**config.mk**
```make
export PLATFORM = sky130hd
export DESIGN_NAME = sql_token_scanner_flat
export DESIGN_NICKNAME = d
export VERILOG_FILES = /design/src/rtl/core/sts_pkg.sv /design/src/rtl/core/sts_in_if.sv /design/src/rtl/core/sts_out_if.sv /design/src/rtl/core/sts_lexer.sv /design/src/rtl/core/sts_outq.sv /design/src/rtl/core/sql_token_scanner.sv /design/src/flat_wrapper.sv
export SDC_FILE = /design/constraint.sdc
export NUM_CORES = 2
export LEC_CHECK = 0
export BUFFER_PORTS_ARGS = -buffer_cell sky130_fd_sc_hd__buf_4
export CELL_PAD_IN_SITES_DETAIL_PLACEMENT = 2
export CELL_PAD_IN_SITES_GLOBAL_PLACEMENT = 2
export CORE_ASPECT_RATIO = 1.25
export CORE_MARGIN = 1
export CORE_UTILIZATION = 43
export DETAILED_ROUTE_END_ITERATION = 7
export PLACE_DENSITY_LB_ADDON = 0.1
export SYNTH_ARGS = -nofsm -noshare
export SYNTH_HDL_FRONTEND = slang
export SYNTH_SLANG_ARGS = --single-unit
```
**constraint.sdc**
```tcl
create_clock -name clk -period 13.83 [get_ports clk]
set_clock_uncertainty 0.05 [all_clocks]
set_input_delay 1.383 -clock clk [delete_from_list [all_inputs] [get_ports clk]]
set_output_delay 1.383 -clock clk [all_outputs]
set_load 0.05 [all_outputs]
```
**src/rtl/core/sts_pkg.sv**
```systemverilog
// Shared types, codes and the keyword table of the SQL token scanner.
// Used by every module of the scanner; depends on nothing.
package sts_pkg;

	localparam int LINE_BITS_DEF   = 16;
	localparam int COLUMN_BITS_DEF = 16;
	localparam int OFFSET_BITS_DEF = 24;
	localparam int KEYWORD_MAX_DEF = 8;
	localparam int KW_COUNT        = 40;

	// Scanner modes between bytes
	typedef enum logic [3:0] {
		M_IDLE, M_COMMENT, M_WORD, M_NUM, M_NUMDOT, M_FRAC, M_STR, M_STRBS,
		M_STRQ, M_MINUS, M_BANG, M_LT, M_GT
	} mode_e;

	// Token type codes below the keyword range
	typedef enum logic [5:0] {
		T_EOF, T_ILLEGAL, T_IDENT, T_INT, T_FLOAT, T_STRING, T_EQ, T_NE,
		T_LT, T_LE, T_GT, T_GE, T_PLUS, T_MINUS, T_STAR, T_SLASH, T_COMMA,
		T_SEMI, T_LPAREN, T_RPAREN, T_DOT
	} tok_e;

	// One result item
	typedef struct packed {
		logic [5:0]  ttype;
		logic [15:0] line;
		logic [15:0] col;
		logic [23:0] off;
		logic [15:0] len;
		logic        last;
	} tok_t;

	// Keyword text, right-justified, first letter in the highest used byte
	localparam logic [63:0] KW_TEXT [KW_COUNT] = '{
		64'("CREATE"), 64'("TABLE"), 64'("DROP"), 64'("INSERT"),
		64'("INTO"), 64'("VALUES"), 64'("SELECT"), 64'("FROM"),
		64'("WHERE"), 64'("ORDER"), 64'("BY"), 64'("ASC"),
		64'("DESC"), 64'("LIMIT"), 64'("UPDATE"), 64'("SET"),
		64'("DELETE"), 64'("JOIN"), 64'("INNER"), 64'("LEFT"),
		64'("ON"), 64'("GROUP"), 64'("INDEX"), 64'("BEGIN"),
		64'("COMMIT"), 64'("ROLLBACK"), 64'("INT"), 64'("INTEGER"),
		64'("BIGINT"), 64'("DOUBLE"), 64'("BOOLEAN"), 64'("BOOL"),
		64'("VARCHAR"), 64'("AND"), 64'("OR"), 64'("NOT"),
		64'("TRUE"), 64'("FALSE"), 64'("NULL"), 64'("EXPLAIN")
	};

	localparam logic [3:0] KW_LEN [KW_COUNT] = '{
		4'd6, 4'd5, 4'd4, 4'd6, 4'd4, 4'd6, 4'd6, 4'd4,
		4'd5, 4'd5, 4'd2, 4'd3, 4'd4, 4'd5, 4'd6, 4'd3,
		4'd6, 4'd4, 4'd5, 4'd4, 4'd2, 4'd5, 4'd5, 4'd5,
		4'd6, 4'd8, 4'd3, 4'd7, 4'd6, 4'd6, 4'd7, 4'd4,
		4'd7, 4'd3, 4'd2, 4'd3, 4'd4, 4'd5, 4'd4, 4'd7
	};

	localparam logic [5:0] KW_CODE [KW_COUNT] = '{
		6'd21, 6'd22, 6'd23, 6'd24, 6'd25, 6'd26, 6'd27, 6'd28,
		6'd29, 6'd30, 6'd31, 6'd32, 6'd33, 6'd34, 6'd35, 6'd36,
		6'd37, 6'd38, 6'd39, 6'd40, 6'd41, 6'd42, 6'd43, 6'd44,
		6'd45, 6'd46, 6'd47, 6'd47, 6'd48, 6'd49, 6'd50, 6'd50,
		6'd51, 6'd52, 6'd53, 6'd54, 6'd55, 6'd56, 6'd57, 6'd58
	};

	function automatic logic is_alpha(input logic [7:0] c);
		return (c >= "a" && c <= "z") || (c >= "A" && c <= "Z");
	endfunction

	function automatic logic is_digit(input logic [7:0] c);
		return c >= "0" && c <= "9";
	endfunction

	function automatic logic [7:0] to_upper(input logic [7:0] c);
		return (c >= "a" && c <= "z") ? c - 8'd32 : c;
	endfunction

	// Parallel compare of the word buffer against the whole table; 0 = no match
	function automatic logic [5:0] kw_lookup(input logic [7:0][7:0] kb, input logic [15:0] len);
		logic [5:0] code;
		logic       hit;
		code = '0;
		for (int e = KW_COUNT - 1; e >= 0; e--) begin
			hit = (len == 16'(KW_LEN[e]));
			for (int i = 0; i < 8; i++) begin
				if (i < int'(KW_LEN[e]))
					hit = hit & (kb[i] == KW_TEXT[e][8 * (int'(KW_LEN[e]) - 1 - i) +: 8]);
			end
			if (hit)
				code = KW_CODE[e];
		end
		return code;
	endfunction

endpackage

```
**src/rtl/core/sts_in_if.sv**
```systemverilog
// Byte channel of the SQL token scanner: valid/ready plus command and byte.
// Depends on nothing.
interface sts_in_if;
	logic       valid;
	logic       ready;
	logic       cmd;
	logic [7:0] char_in;

	modport source (output valid, cmd, char_in, input ready);
	modport sink (input valid, cmd, char_in, output ready);
endinterface

```
**src/rtl/core/sts_out_if.sv**
```systemverilog
// Token channel of the SQL token scanner: valid/ready plus token fields.
// Depends on nothing.
interface sts_out_if;
	logic        valid;
	logic        ready;
	logic [5:0]  token_type;
	logic [15:0] token_line;
	logic [15:0] token_column;
	logic [23:0] start_offset;
	logic [15:0] source_length;
	logic        last_of_run;

	modport source (output valid, token_type, token_line, token_column, start_offset,
		source_length, last_of_run, input ready);
	modport sink (input valid, token_type, token_line, token_column, start_offset,
		source_length, last_of_run, output ready);
endinterface

```
**src/rtl/core/sts_lexer.sv**
```systemverilog
// Scanner state and the per-byte next-state logic; yields up to three tokens per item.
// Depends on sts_pkg.
module sts_lexer #(
	parameter int LINE_BITS   = sts_pkg::LINE_BITS_DEF,
	parameter int COLUMN_BITS = sts_pkg::COLUMN_BITS_DEF,
	parameter int OFFSET_BITS = sts_pkg::OFFSET_BITS_DEF,
	parameter int KEYWORD_MAX = sts_pkg::KEYWORD_MAX_DEF
) (
	input  logic               clk,
	input  logic               arst_n,
	input  logic               fire,
	input  logic               cmd,
	input  logic [7:0]         char_in,
	output logic [1:0]         res_n,
	output sts_pkg::tok_t      res [3]
);

	localparam int KIDX = (KEYWORD_MAX > 1) ? $clog2(KEYWORD_MAX) : 1;

	sts_pkg::mode_e         mode_q, mode_d;
	logic [LINE_BITS-1:0]   line_q, line_d;
	logic [COLUMN_BITS-1:0] col_q, col_d, tbc_q, tbc_d;
	logic [OFFSET_BITS-1:0] off_q, off_d, tb_q, tb_d;
	logic [15:0]            span_q, span_d;
	logic                   wtl_q, wtl_d;
	logic [7:0]             kb_q [KEYWORD_MAX];
	logic [7:0]             kb_d [KEYWORD_MAX];
	logic [7:0][7:0]        kb8;
	logic [5:0]             kw_code, word_type;
	logic                   pass;
	logic [7:0]             c;

	function automatic logic [OFFSET_BITS-1:0] off_inc(input logic [OFFSET_BITS-1:0] v);
		return v + 1'b1;
	endfunction

	function automatic logic [COLUMN_BITS-1:0] col_inc(input logic [COLUMN_BITS-1:0] v);
		return (v == '1) ? v : v + 1'b1;
	endfunction

	function automatic logic [LINE_BITS-1:0] line_inc(input logic [LINE_BITS-1:0] v);
		return (v == '1) ? v : v + 1'b1;
	endfunction

	function automatic logic [15:0] span_inc(input logic [15:0] v);
		return (v == 16'hFFFF) ? v : v + 16'd1;
	endfunction

	function automatic sts_pkg::tok_t mk(input logic [5:0] t, input logic [LINE_BITS-1:0] ln,
		input logic [COLUMN_BITS-1:0] cl, input logic [OFFSET_BITS-1:0] of,
		input logic [15:0] len);
		sts_pkg::tok_t r;
		r.ttype = t;
		r.line  = 16'(ln);
		r.col   = 16'(cl);
		r.off   = 24'(of);
		r.len   = len;
		r.last  = 1'b0;
		return r;
	endfunction

	// Keyword match on the word held so far
	always_comb begin
		for (int i = 0; i < 8; i++)
			kb8[i] = kb_q[i];
	end
	assign kw_code   = sts_pkg::kw_lookup(kb8, span_q);
	assign word_type = (wtl_q || kw_code == 6'd0) ? 6'(sts_pkg::T_IDENT) : kw_code;
	assign c         = char_in;

	// Next state and tokens for one item
	always_comb begin
		mode_d = mode_q; line_d = line_q; col_d = col_q; off_d = off_q;
		tb_d = tb_q; tbc_d = tbc_q; span_d = span_q; wtl_d = wtl_q; kb_d = kb_q;
		res_n = 2'd0;
		res = '{default: '0};
		pass = 1'b0;
		if (fire) begin
			if (cmd) begin
				// end of source: flush the open token, then end-of-file
				unique case (mode_q)
					sts_pkg::M_WORD: begin
						res[res_n] = mk(word_type, line_d, tbc_d, tb_d, span_d); res_n++;
					end
					sts_pkg::M_NUM: begin
						res[res_n] = mk(sts_pkg::T_INT, line_d, tbc_d, tb_d, span_d); res_n++;
					end
					sts_pkg::M_NUMDOT: begin
						res[res_n] = mk(sts_pkg::T_INT, line_d, tbc_d, tb_d, span_d); res_n++;
						tb_d = off_d; tbc_d = col_d; span_d = 16'd0; wtl_d = 1'b0;
						off_d = off_inc(off_d); col_d = col_inc(col_d); span_d = span_inc(span_d);
						res[res_n] = mk(sts_pkg::T_DOT, line_d, tbc_d, tb_d, span_d); res_n++;
					end
					sts_pkg::M_FRAC: begin
						res[res_n] = mk(sts_pkg::T_FLOAT, line_d, tbc_d, tb_d, span_d); res_n++;
					end
					sts_pkg::M_STR, sts_pkg::M_STRBS, sts_pkg::M_BANG: begin
						res[res_n] = mk(sts_pkg::T_ILLEGAL, line_d, tbc_d, tb_d, span_d); res_n++;
					end
					sts_pkg::M_STRQ: begin
						res[res_n] = mk(sts_pkg::T_STRING, line_d, tbc_d, tb_d, span_d); res_n++;
					end
					sts_pkg::M_MINUS: begin
						res[res_n] = mk(sts_pkg::T_MINUS, line_d, tbc_d, tb_d, span_d); res_n++;
					end
					sts_pkg::M_LT: begin
						res[res_n] = mk(sts_pkg::T_LT, line_d, tbc_d, tb_d, span_d); res_n++;
					end
					sts_pkg::M_GT: begin
						res[res_n] = mk(sts_pkg::T_GT, line_d, tbc_d, tb_d, span_d); res_n++;
					end
					default: ;
				endcase
				res[res_n] = mk(sts_pkg::T_EOF, line_d, col_d, off_d, 16'd0); res_n++;
				mode_d = sts_pkg::M_IDLE; line_d = LINE_BITS'(1); col_d = COLUMN_BITS'(1);
				off_d = '0; tb_d = '0; tbc_d = COLUMN_BITS'(1); span_d = 16'd0; wtl_d = 1'b0;
			end else begin
				// byte in the current mode
				unique case (mode_q)
					sts_pkg::M_COMMENT: begin
						if (c == 8'h0A) begin
							mode_d = sts_pkg::M_IDLE; pass = 1'b1;
						end else begin
							off_d = off_inc(off_d); col_d = col_inc(col_d); span_d = span_inc(span_d);
						end
					end
					sts_pkg::M_WORD: begin
						if (sts_pkg::is_alpha(c) || sts_pkg::is_digit(c) || c == "_") begin
							if (span_q < 16'(KEYWORD_MAX))
								kb_d[span_q[KIDX-1:0]] = sts_pkg::to_upper(c);
							else
								wtl_d = 1'b1;
							off_d = off_inc(off_d); col_d = col_inc(col_d); span_d = span_inc(span_d);
						end else begin
							res[res_n] = mk(word_type, line_d, tbc_d, tb_d, span_d); res_n++;
							mode_d = sts_pkg::M_IDLE; pass = 1'b1;
						end
					end
					sts_pkg::M_NUM: begin
						if (sts_pkg::is_digit(c)) begin
							off_d = off_inc(off_d); col_d = col_inc(col_d); span_d = span_inc(span_d);
						end else if (c == ".") begin
							mode_d = sts_pkg::M_NUMDOT;
						end else begin
							res[res_n] = mk(sts_pkg::T_INT, line_d, tbc_d, tb_d, span_d); res_n++;
							mode_d = sts_pkg::M_IDLE; pass = 1'b1;
						end
					end
					sts_pkg::M_NUMDOT: begin
						if (sts_pkg::is_digit(c)) begin
							// dot and digit both join the number
							off_d = off_inc(off_inc(off_d));
							col_d = col_inc(col_inc(col_d));
							span_d = span_inc(span_inc(span_d));
							mode_d = sts_pkg::M_FRAC;
						end else begin
							res[res_n] = mk(sts_pkg::T_INT, line_d, tbc_d, tb_d, span_d); res_n++;
							tb_d = off_d; tbc_d = col_d; span_d = 16'd0; wtl_d = 1'b0;
							off_d = off_inc(off_d); col_d = col_inc(col_d); span_d = span_inc(span_d);
							res[res_n] = mk(sts_pkg::T_DOT, line_d, tbc_d, tb_d, span_d); res_n++;
							mode_d = sts_pkg::M_IDLE; pass = 1'b1;
						end
					end
					sts_pkg::M_FRAC: begin
						if (sts_pkg::is_digit(c)) begin
							off_d = off_inc(off_d); col_d = col_inc(col_d); span_d = span_inc(span_d);
						end else begin
							res[res_n] = mk(sts_pkg::T_FLOAT, line_d, tbc_d, tb_d, span_d); res_n++;
							mode_d = sts_pkg::M_IDLE; pass = 1'b1;
						end
					end
					sts_pkg::M_STR, sts_pkg::M_STRBS: begin
						// backslash escapes only a following quote
						mode_d = sts_pkg::M_STR;
						if (mode_q == sts_pkg::M_STR && c == "'")
							mode_d = sts_pkg::M_STRQ;
						else if (c == "\\")
							mode_d = sts_pkg::M_STRBS;
						off_d = off_inc(off_d); col_d = col_inc(col_d); span_d = span_inc(span_d);
					end
					sts_pkg::M_STRQ: begin
						if (c == "'") begin
							off_d = off_inc(off_d); col_d = col_inc(col_d); span_d = span_inc(span_d);
							mode_d = sts_pkg::M_STR;
						end else begin
							res[res_n] = mk(sts_pkg::T_STRING, line_d, tbc_d, tb_d, span_d); res_n++;
							mode_d = sts_pkg::M_IDLE; pass = 1'b1;
						end
					end
					sts_pkg::M_MINUS: begin
						if (c == "-") begin
							off_d = off_inc(off_d); col_d = col_inc(col_d); span_d = span_inc(span_d);
							mode_d = sts_pkg::M_COMMENT;
						end else begin
							res[res_n] = mk(sts_pkg::T_MINUS, line_d, tbc_d, tb_d, span_d); res_n++;
							mode_d = sts_pkg::M_IDLE; pass = 1'b1;
						end
					end
					sts_pkg::M_BANG: begin
						mode_d = sts_pkg::M_IDLE;
						if (c == "=") begin
							off_d = off_inc(off_d); col_d = col_inc(col_d); span_d = span_inc(span_d);
							res[res_n] = mk(sts_pkg::T_NE, line_d, tbc_d, tb_d, span_d); res_n++;
						end else begin
							res[res_n] = mk(sts_pkg::T_ILLEGAL, line_d, tbc_d, tb_d, span_d); res_n++;
							pass = 1'b1;
						end
					end
					sts_pkg::M_LT: begin
						mode_d = sts_pkg::M_IDLE;
						if (c == "=" || c == ">") begin
							off_d = off_inc(off_d); col_d = col_inc(col_d); span_d = span_inc(span_d);
							res[res_n] = mk((c == "=") ? 6'(sts_pkg::T_LE) : 6'(sts_pkg::T_NE),
								line_d, tbc_d, tb_d, span_d);
							res_n++;
						end else begin
							res[res_n] = mk(sts_pkg::T_LT, line_d, tbc_d, tb_d, span_d); res_n++;
							pass = 1'b1;
						end
					end
					sts_pkg::M_GT: begin
						mode_d = sts_pkg::M_IDLE;
						if (c == "=") begin
							off_d = off_inc(off_d); col_d = col_inc(col_d); span_d = span_inc(span_d);
							res[res_n] = mk(sts_pkg::T_GE, line_d, tbc_d, tb_d, span_d); res_n++;
						end else begin
							res[res_n] = mk(sts_pkg::T_GT, line_d, tbc_d, tb_d, span_d); res_n++;
							pass = 1'b1;
						end
					end
					default: begin
						mode_d = sts_pkg::M_IDLE; pass = 1'b1;
					end
				endcase

				// byte seen between tokens
				if (pass) begin
					if (c == " " || c == 8'h09 || c == 8'h0D) begin
						off_d = off_inc(off_d); col_d = col_inc(col_d); span_d = span_inc(span_d);
					end else if (c == 8'h0A) begin
						off_d = off_inc(off_d); line_d = line_inc(line_d); col_d = COLUMN_BITS'(1);
					end else begin
						tb_d = off_d; tbc_d = col_d; span_d = 16'd0; wtl_d = 1'b0;
						off_d = off_inc(off_d); col_d = col_inc(col_d); span_d = span_inc(span_d);
						if (sts_pkg::is_alpha(c) || c == "_") begin
							kb_d[0] = sts_pkg::to_upper(c);
							mode_d = sts_pkg::M_WORD;
						end else if (sts_pkg::is_digit(c)) begin
							mode_d = sts_pkg::M_NUM;
						end else begin
							unique case (c)
								"'": mode_d = sts_pkg::M_STR;
								"-": mode_d = sts_pkg::M_MINUS;
								"!": mode_d = sts_pkg::M_BANG;
								"<": mode_d = sts_pkg::M_LT;
								">": mode_d = sts_pkg::M_GT;
								"=": begin
									res[res_n] = mk(sts_pkg::T_EQ, line_d, tbc_d, tb_d, span_d); res_n++;
								end
								"+": begin
									res[res_n] = mk(sts_pkg::T_PLUS, line_d, tbc_d, tb_d, span_d); res_n++;
								end
								"*": begin
									res[res_n] = mk(sts_pkg::T_STAR, line_d, tbc_d, tb_d, span_d); res_n++;
								end
								"/": begin
									res[res_n] = mk(sts_pkg::T_SLASH, line_d, tbc_d, tb_d, span_d); res_n++;
								end
								",": begin
									res[res_n] = mk(sts_pkg::T_COMMA, line_d, tbc_d, tb_d, span_d); res_n++;
								end
								";": begin
									res[res_n] = mk(sts_pkg::T_SEMI, line_d, tbc_d, tb_d, span_d); res_n++;
								end
								"(": begin
									res[res_n] = mk(sts_pkg::T_LPAREN, line_d, tbc_d, tb_d, span_d); res_n++;
								end
								")": begin
									res[res_n] = mk(sts_pkg::T_RPAREN, line_d, tbc_d, tb_d, span_d); res_n++;
								end
								".": begin
									res[res_n] = mk(sts_pkg::T_DOT, line_d, tbc_d, tb_d, span_d); res_n++;
								end
								default: begin
									res[res_n] = mk(sts_pkg::T_ILLEGAL, line_d, tbc_d, tb_d, span_d);
									res_n++;
								end
							endcase
						end
					end
				end
			end
			// mark the final token of this item
			if (res_n != 2'd0)
				res[res_n - 2'd1].last = 1'b1;
		end
	end

	// Scanner state
	always_ff @(posedge clk or negedge arst_n) begin
		if (!arst_n) begin
			mode_q <= sts_pkg::M_IDLE;
			line_q <= LINE_BITS'(1);
			col_q  <= COLUMN_BITS'(1);
			off_q  <= '0;
			tb_q   <= '0;
			tbc_q  <= COLUMN_BITS'(1);
			span_q <= 16'd0;
			wtl_q  <= 1'b0;
		end else begin
			mode_q <= mode_d;
			line_q <= line_d;
			col_q  <= col_d;
			off_q  <= off_d;
			tb_q   <= tb_d;
			tbc_q  <= tbc_d;
			span_q <= span_d;
			wtl_q  <= wtl_d;
		end
	end

	// Word buffer: only bytes written in the current word are ever compared
	always_ff @(posedge clk) begin
		kb_q <= kb_d;
	end

endmodule

```
**src/rtl/core/sts_outq.sv**
```systemverilog
// Three-entry token buffer that hands out the tokens of one item in order.
// Depends on sts_pkg and sts_out_if.
module sts_outq (
	input  logic              clk,
	input  logic              arst_n,
	input  logic              load,
	input  logic [1:0]        n,
	input  sts_pkg::tok_t     toks [3],
	output logic              can_load,
	sts_out_if.source         tokens
);

	sts_pkg::tok_t q_q [3];
	logic [1:0]    cnt_q;
	logic          pop;

	assign pop      = tokens.valid && tokens.ready;
	assign can_load = (cnt_q == 2'd0) || (cnt_q == 2'd1 && pop);

	// Head entry drives the channel
	assign tokens.valid         = (cnt_q != 2'd0);
	assign tokens.token_type    = q_q[0].ttype;
	assign tokens.token_line    = q_q[0].line;
	assign tokens.token_column  = q_q[0].col;
	assign tokens.start_offset  = q_q[0].off;
	assign tokens.source_length = q_q[0].len;
	assign tokens.last_of_run   = q_q[0].last;

	// Fill count
	always_ff @(posedge clk or negedge arst_n) begin
		if (!arst_n) begin
			cnt_q <= 2'd0;
		end else if (load) begin
			cnt_q <= n;
		end else if (pop) begin
			cnt_q <= cnt_q - 2'd1;
		end
	end

	// Entries: load all at once, shift on each take
	always_ff @(posedge clk) begin
		if (load) begin
			q_q <= toks;
		end else if (pop) begin
			q_q[0] <= q_q[1];
			q_q[1] <= q_q[2];
		end
	end

	a_load_count: assert property (@(posedge clk) disable iff (!arst_n)
		load |=> cnt_q == $past(n))
		else $error("buffer count differs from tokens loaded");

	a_pop_count: assert property (@(posedge clk) disable iff (!arst_n)
		(pop && !load) |=> cnt_q == $past(cnt_q) - 2'd1)
		else $error("buffer count not reduced on take");

	a_last_tail: assert property (@(posedge clk) disable iff (!arst_n)
		(cnt_q == 2'd1) |-> q_q[0].last)
		else $error("final buffered token lacks last mark");

	a_no_overrun: assert property (@(posedge clk) disable iff (!arst_n)
		(cnt_q > 2'd1) |-> !load)
		else $error("load while earlier tokens pending");

endmodule

```
**src/rtl/core/sql_token_scanner.sv**
```systemverilog
// SQL token scanner: how to use it.
// Channel text (sink) takes one item per handshake: cmd 0 carries a source byte in
// char_in, cmd 1 marks the end of the source. Channel tokens (source) gives result
// items: type, start line and column, start offset, length and last_of_run, which
// is high on the final token caused by one item.
// A token that could still grow is reported when the byte after it arrives, or at
// the end item, which also gives the end-of-file token and returns the scanner to
// line 1, column 1, offset 0. Other tokens are reported on their own last byte.
// Path: an item taken on text waits in the input register until the token buffer
// can load, is then scanned, and its tokens are registered into the token buffer,
// whose head is on tokens (input register, then the token buffer). Throughput: one item
// per cycle while each item causes at most one token and tokens takes every token;
// an item causing more tokens holds back the next one until the single token port
// has drained the three-entry buffer down to its last token.
// When tokens is stalled, one item waits in the input register and text
// backpressures once that is full; nothing is dropped.
// Reset (arst_n low) empties both registers and puts the scanner between tokens.
// Depends on sts_pkg, sts_in_if, sts_out_if, sts_lexer and sts_outq.
module sql_token_scanner #(
	parameter int LINE_BITS   = sts_pkg::LINE_BITS_DEF,
	parameter int COLUMN_BITS = sts_pkg::COLUMN_BITS_DEF,
	parameter int OFFSET_BITS = sts_pkg::OFFSET_BITS_DEF,
	parameter int KEYWORD_MAX = sts_pkg::KEYWORD_MAX_DEF
) (
	input  logic      clk,
	input  logic      arst_n,
	sts_in_if.sink    text,
	sts_out_if.source tokens
);

	logic          valid_s1;
	logic          cmd_s1;
	logic [7:0]    char_s1;
	logic          can_load;
	logic          fire;
	logic [1:0]    res_n;
	sts_pkg::tok_t res [3];

	assign fire       = valid_s1 && can_load;
	assign text.ready = !valid_s1 || can_load;

	// Input register
	always_ff @(posedge clk or negedge arst_n) begin
		if (!arst_n) begin
			valid_s1 <= 1'b0;
		end else if (text.valid && text.ready) begin
			valid_s1 <= 1'b1;
		end else if (fire) begin
			valid_s1 <= 1'b0;
		end
	end

	always_ff @(posedge clk) begin
		if (text.valid && text.ready) begin
			cmd_s1  <= text.cmd;
			char_s1 <= text.char_in;
		end
	end

	sts_lexer #(
		.LINE_BITS   (LINE_BITS),
		.COLUMN_BITS (COLUMN_BITS),
		.OFFSET_BITS (OFFSET_BITS),
		.KEYWORD_MAX (KEYWORD_MAX)
	) u_lexer (
		.clk     (clk),
		.arst_n  (arst_n),
		.fire    (fire),
		.cmd     (cmd_s1),
		.char_in (char_s1),
		.res_n   (res_n),
		.res     (res)
	);

	sts_outq u_outq (
		.clk      (clk),
		.arst_n   (arst_n),
		.load     (fire),
		.n        (res_n),
		.toks     (res),
		.can_load (can_load),
		.tokens   (tokens)
	);

endmodule

```
**src/flat_wrapper.sv**
```systemverilog
// flat-port wrapper written by rule: the top's interface ports become plain ports
module sql_token_scanner_flat 
#(
	parameter int LINE_BITS   = sts_pkg::LINE_BITS_DEF,
	parameter int COLUMN_BITS = sts_pkg::COLUMN_BITS_DEF,
	parameter int OFFSET_BITS = sts_pkg::OFFSET_BITS_DEF,
	parameter int KEYWORD_MAX = sts_pkg::KEYWORD_MAX_DEF
)
  (clk, arst_n, text_valid, text_cmd, text_char_in, text_ready, tokens_valid, tokens_token_type, tokens_token_line, tokens_token_column, tokens_start_offset, tokens_source_length, tokens_last_of_run, tokens_ready);
  sts_in_if text_i ();
  sts_out_if tokens_i ();
  input  logic clk;
  input  logic arst_n;
  input wire logic [$bits(text_i.valid)-1:0] text_valid;
  input wire logic [$bits(text_i.cmd)-1:0] text_cmd;
  input wire logic [$bits(text_i.char_in)-1:0] text_char_in;
  output wire logic [$bits(text_i.ready)-1:0] text_ready;
  output wire logic [$bits(tokens_i.valid)-1:0] tokens_valid;
  output wire logic [$bits(tokens_i.token_type)-1:0] tokens_token_type;
  output wire logic [$bits(tokens_i.token_line)-1:0] tokens_token_line;
  output wire logic [$bits(tokens_i.token_column)-1:0] tokens_token_column;
  output wire logic [$bits(tokens_i.start_offset)-1:0] tokens_start_offset;
  output wire logic [$bits(tokens_i.source_length)-1:0] tokens_source_length;
  output wire logic [$bits(tokens_i.last_of_run)-1:0] tokens_last_of_run;
  input wire logic [$bits(tokens_i.ready)-1:0] tokens_ready;
  assign text_i.valid = text_valid;
  assign text_i.cmd = text_cmd;
  assign text_i.char_in = text_char_in;
  assign text_ready = text_i.ready;
  assign tokens_valid = tokens_i.valid;
  assign tokens_token_type = tokens_i.token_type;
  assign tokens_token_line = tokens_i.token_line;
  assign tokens_token_column = tokens_i.token_column;
  assign tokens_start_offset = tokens_i.start_offset;
  assign tokens_source_length = tokens_i.source_length;
  assign tokens_last_of_run = tokens_i.last_of_run;
  assign tokens_i.ready = tokens_ready;
  sql_token_scanner #(.LINE_BITS(LINE_BITS), .COLUMN_BITS(COLUMN_BITS), .OFFSET_BITS(OFFSET_BITS), .KEYWORD_MAX(KEYWORD_MAX)) u_core (.clk(clk), .arst_n(arst_n), .text(text_i), .tokens(tokens_i));
endmodule
```
==> impl_results.md <==
* Run status: complete, no violations
* Fmax at 154 MHz
* Final Instance Count excl. Fillers at 4218
* Mapped Area at 29400 µm²
* HP Start: u_core.u_lexer.tb_q[12]
* Gr ovfl total at 0
* Sequential Area at 11400 µm²
* Area Overhead vs Synth at 7.32%
* Row cnt at 106
* Worst hold path type: reg2reg
* RSZ-0062 raised after global routing: false
* Final WS setup at 7.35 ns
* Place WS at 7.58 ns
* DRC viols at 0
* Synthesis Warnings at 0
* Most frequent cells in the layout: nand2_1, nor2_1, edfxtp_1
* Synth Register Bits at 398
* Distinct cells, synth at 120
* Starting DRT DRC Count at 2808
* Post-CTS Hold Buffers at 0
* ANT nets after route at 0
* Synth Net Count at 3502
* Avg Cell Area, Syn at 8.48 µm²
* DRT Pass-1 Iters at 8
* CTS tree: built
* Nets at 3357
* Routability cong. at 0.992
* Post-placement cell count at 4134
* Startpoint types: flop
* DIE AREA at 69400 µm²
* R2R Path Start: u_core.u_lexer.span_q[1]
* Share of cells above drive strength 1 at 10.3%
* N_diodes at 0
* Worst-path maximum fanout at 15
* Worst-skew pair later-pin latency at 0.62 ns
* Cts bufs inserted at 45
* Worst Setup Path Type: reg2reg
* Max_slew headroom at 16.4%
* Largest net degree at the start of global routing at 76
* Slew @ Worst Pin at 1.24 ns
* Mapped Cells at 3462
* Initial Utilization at 43.7%
* Detailed Place HPWL at 98400 µm
* Root Driver: clkbuf_16
* Die Ht at 294 µm
* Die span in x at 236 µm
* CTS sink cnt at 398
* TNS Setup at 0 ns
* Post-synth EDFFs at 278
* Via density per instance at 7.18
* Final setup fails at 0
* Arrival time worst endpoint at 6.93 ns
* Port Buffers at 93
* First-pass GRT wire length at 216000 µm
* Initial antenna violation count at 2
* Peak supply drop at 0.000205 V
* Core area at 67200 µm²
* Post-synthesis sequential area ratio at 38.7%
* Final Hold Fails at 0
* Routed vias at 30305
* Number of global-route vias before repair at 32628
* Post-CTS Setup Inserts at 0
* Max Cap Viol at 0
* Fill count at 7329
* Ports at 94
* Critical Path Start: u_core.u_lexer.span_q[1]
* CTS clk-pin slew, worst paths at 0.06 ns
* Ys async rst share at 30.2%
* Post-layout min period at 6.48 ns
* Worst EP required at 14.28 ns
* CTS H-tree depth at 2
* GRT Util Overall at 41.0%
* Drt wl/cell at 34.3 µm
* Post-Route WL at 145000 µm
* Nature of the critical path endpoint: flop
* Period Utilization, post-route at 46.9%
* Static leakage at 10.8 nW
* Most common cell after layout, fill and taps aside: nand2_1
* PD cells at 212 nW/µm²
* CTS resizes at 0
* Final Max Slew Viols at 0
* Post-synth top flop: edfxtp_1
* CTS Buffer Depth at 3
* Multi-input gate area at 16200 µm²
==> area by class of cell <==
cell class | instances | share of cell area (%)
clock buffer | 67 | 4.26
timing repair buffer | 157 | 3.75
sequential | 398 | 36.0
inverter | 49 | 0.599
clock inverter | 17 | 0.464
multi-input combinational | 2666 | 51.5
tap | 864 | 3.43
==> power breakdown <==
| part | internal, mW | leakage [nW] | switching (mW) |
|---|---|---|---|
| clock network | 0.711 | 0.725 | 0.550 |
| registers | 1.83 | 4.36 | 0.259 |
| logic | 0.794 | 5.72 | 2.53 |
==> worst paths after layout <==
kind,end,slack [ns],cells after the start
min reg2reg,u_core.u_lexer.tb_q[12],0.47,2
max in group asynchronous,u_core.u_lexer.span_q[2],11.42,2
max reg2reg,u_core.u_lexer.span_q[7],7.35,17
min in group asynchronous,u_core.u_lexer.tbc_q[15],0.76,1
max,u_core.u_lexer.span_q[7],7.35,17
min,u_core.u_lexer.tb_q[12],0.47,2
==> layer usage <==
metal / vias up / wire [µm] / global-route usage [%]
met5: - / 0 / 0
met1: 15548 / 54200 / 47.6
met3: 564 / 9390 / 5.86
met2: 1563 / 70900 / 70.5
met4: 0 / 10300 / 27.5
li1: 12630 / - / -
==> per-stage QoR <==
step           power, mW  hold WS (ns)  utilization [%]  instance area (µm²)
2_1_floorplan       4.19         0.418                -                29400
3_3_place_gp        5.13         0.434             44.7                30000
3_5_place_dp        5.30         0.458             44.7                30000
4_1_cts             6.60         0.471             46.9                31500
5_1_grt             6.86         0.485             46.9                31500
6_report            6.68         0.471             46.9                31500
==> critical path, stage by stage (launching register included) <==
cell,delay (ns)
dfrtp_1,0.66
ha_1,0.66
nand4_2,0.25
or4_1,0.81
o21ai_0,0.46
ha_1,0.27
inv_1,0.10
nor2_1,0.21
nand3_1,0.16
nor2_1,0.24
xor2_1,0.15
o21ai_1,0.42
ha_1,0.31
nand3_1,0.30
nor3_1,0.72
nor4_1,0.15
mux2i_1,0.17
a22o_1,0.23
==> state kept, by name, indices dropped and copies added, names as in the netlist, 6 cells and up <==
register                            flops
u_core.u_outq.tokens.source_length     16
u_core.u_lexer.kb8                     64
u_core.u_outq.tokens.token_line        16
u_core.u_outq.tokens.token_column      16
u_core.u_outq.tokens.token_type         6
u_core.u_lexer.col_q                   16
u_core.u_lexer.tbc_q                   16
u_core.char_s1                          8
u_core.u_outq.q_q                     126
u_core.u_lexer.off_q                   24
u_core.u_lexer.span_q                  16
u_core.u_outq.tokens.start_offset      24
u_core.u_lexer.tb_q                    24
u_core.u_lexer.line_q                  16
==> synth_stat cells (59+ instances only) <==
library cell	n	area [µm²]
a22o_1	70	613
nand3_1	147	736
dfrtp_1	117	2930
nand2_1	476	1790
nor2_1	315	1180
edfxtp_1	278	8350
xnor2_1	78	683
clkbuf_1	213	800
nor3_1	95	475
o22ai_1	61	382
buf_4	88	661
nand4_1	76	475
a21oi_1	173	866
o21ai_0	237	1190
and3_1	59	369
==> logic make-up after synthesis <==
| logic type | share of synthesized area, % |
|---|---|
| AO/OA/AOI/OAI | 22.4 |
| XOR/XNOR | 4.02 |
| adder cells (fa/ha/maj) | 1.15 |
| buffers and inverters | 6.41 |
| flip-flops | 38.7 |
| multiplexers | 1.14 |
| AND/OR/NAND/NOR | 26.2 |
Power figures use the tool's default switching activity.
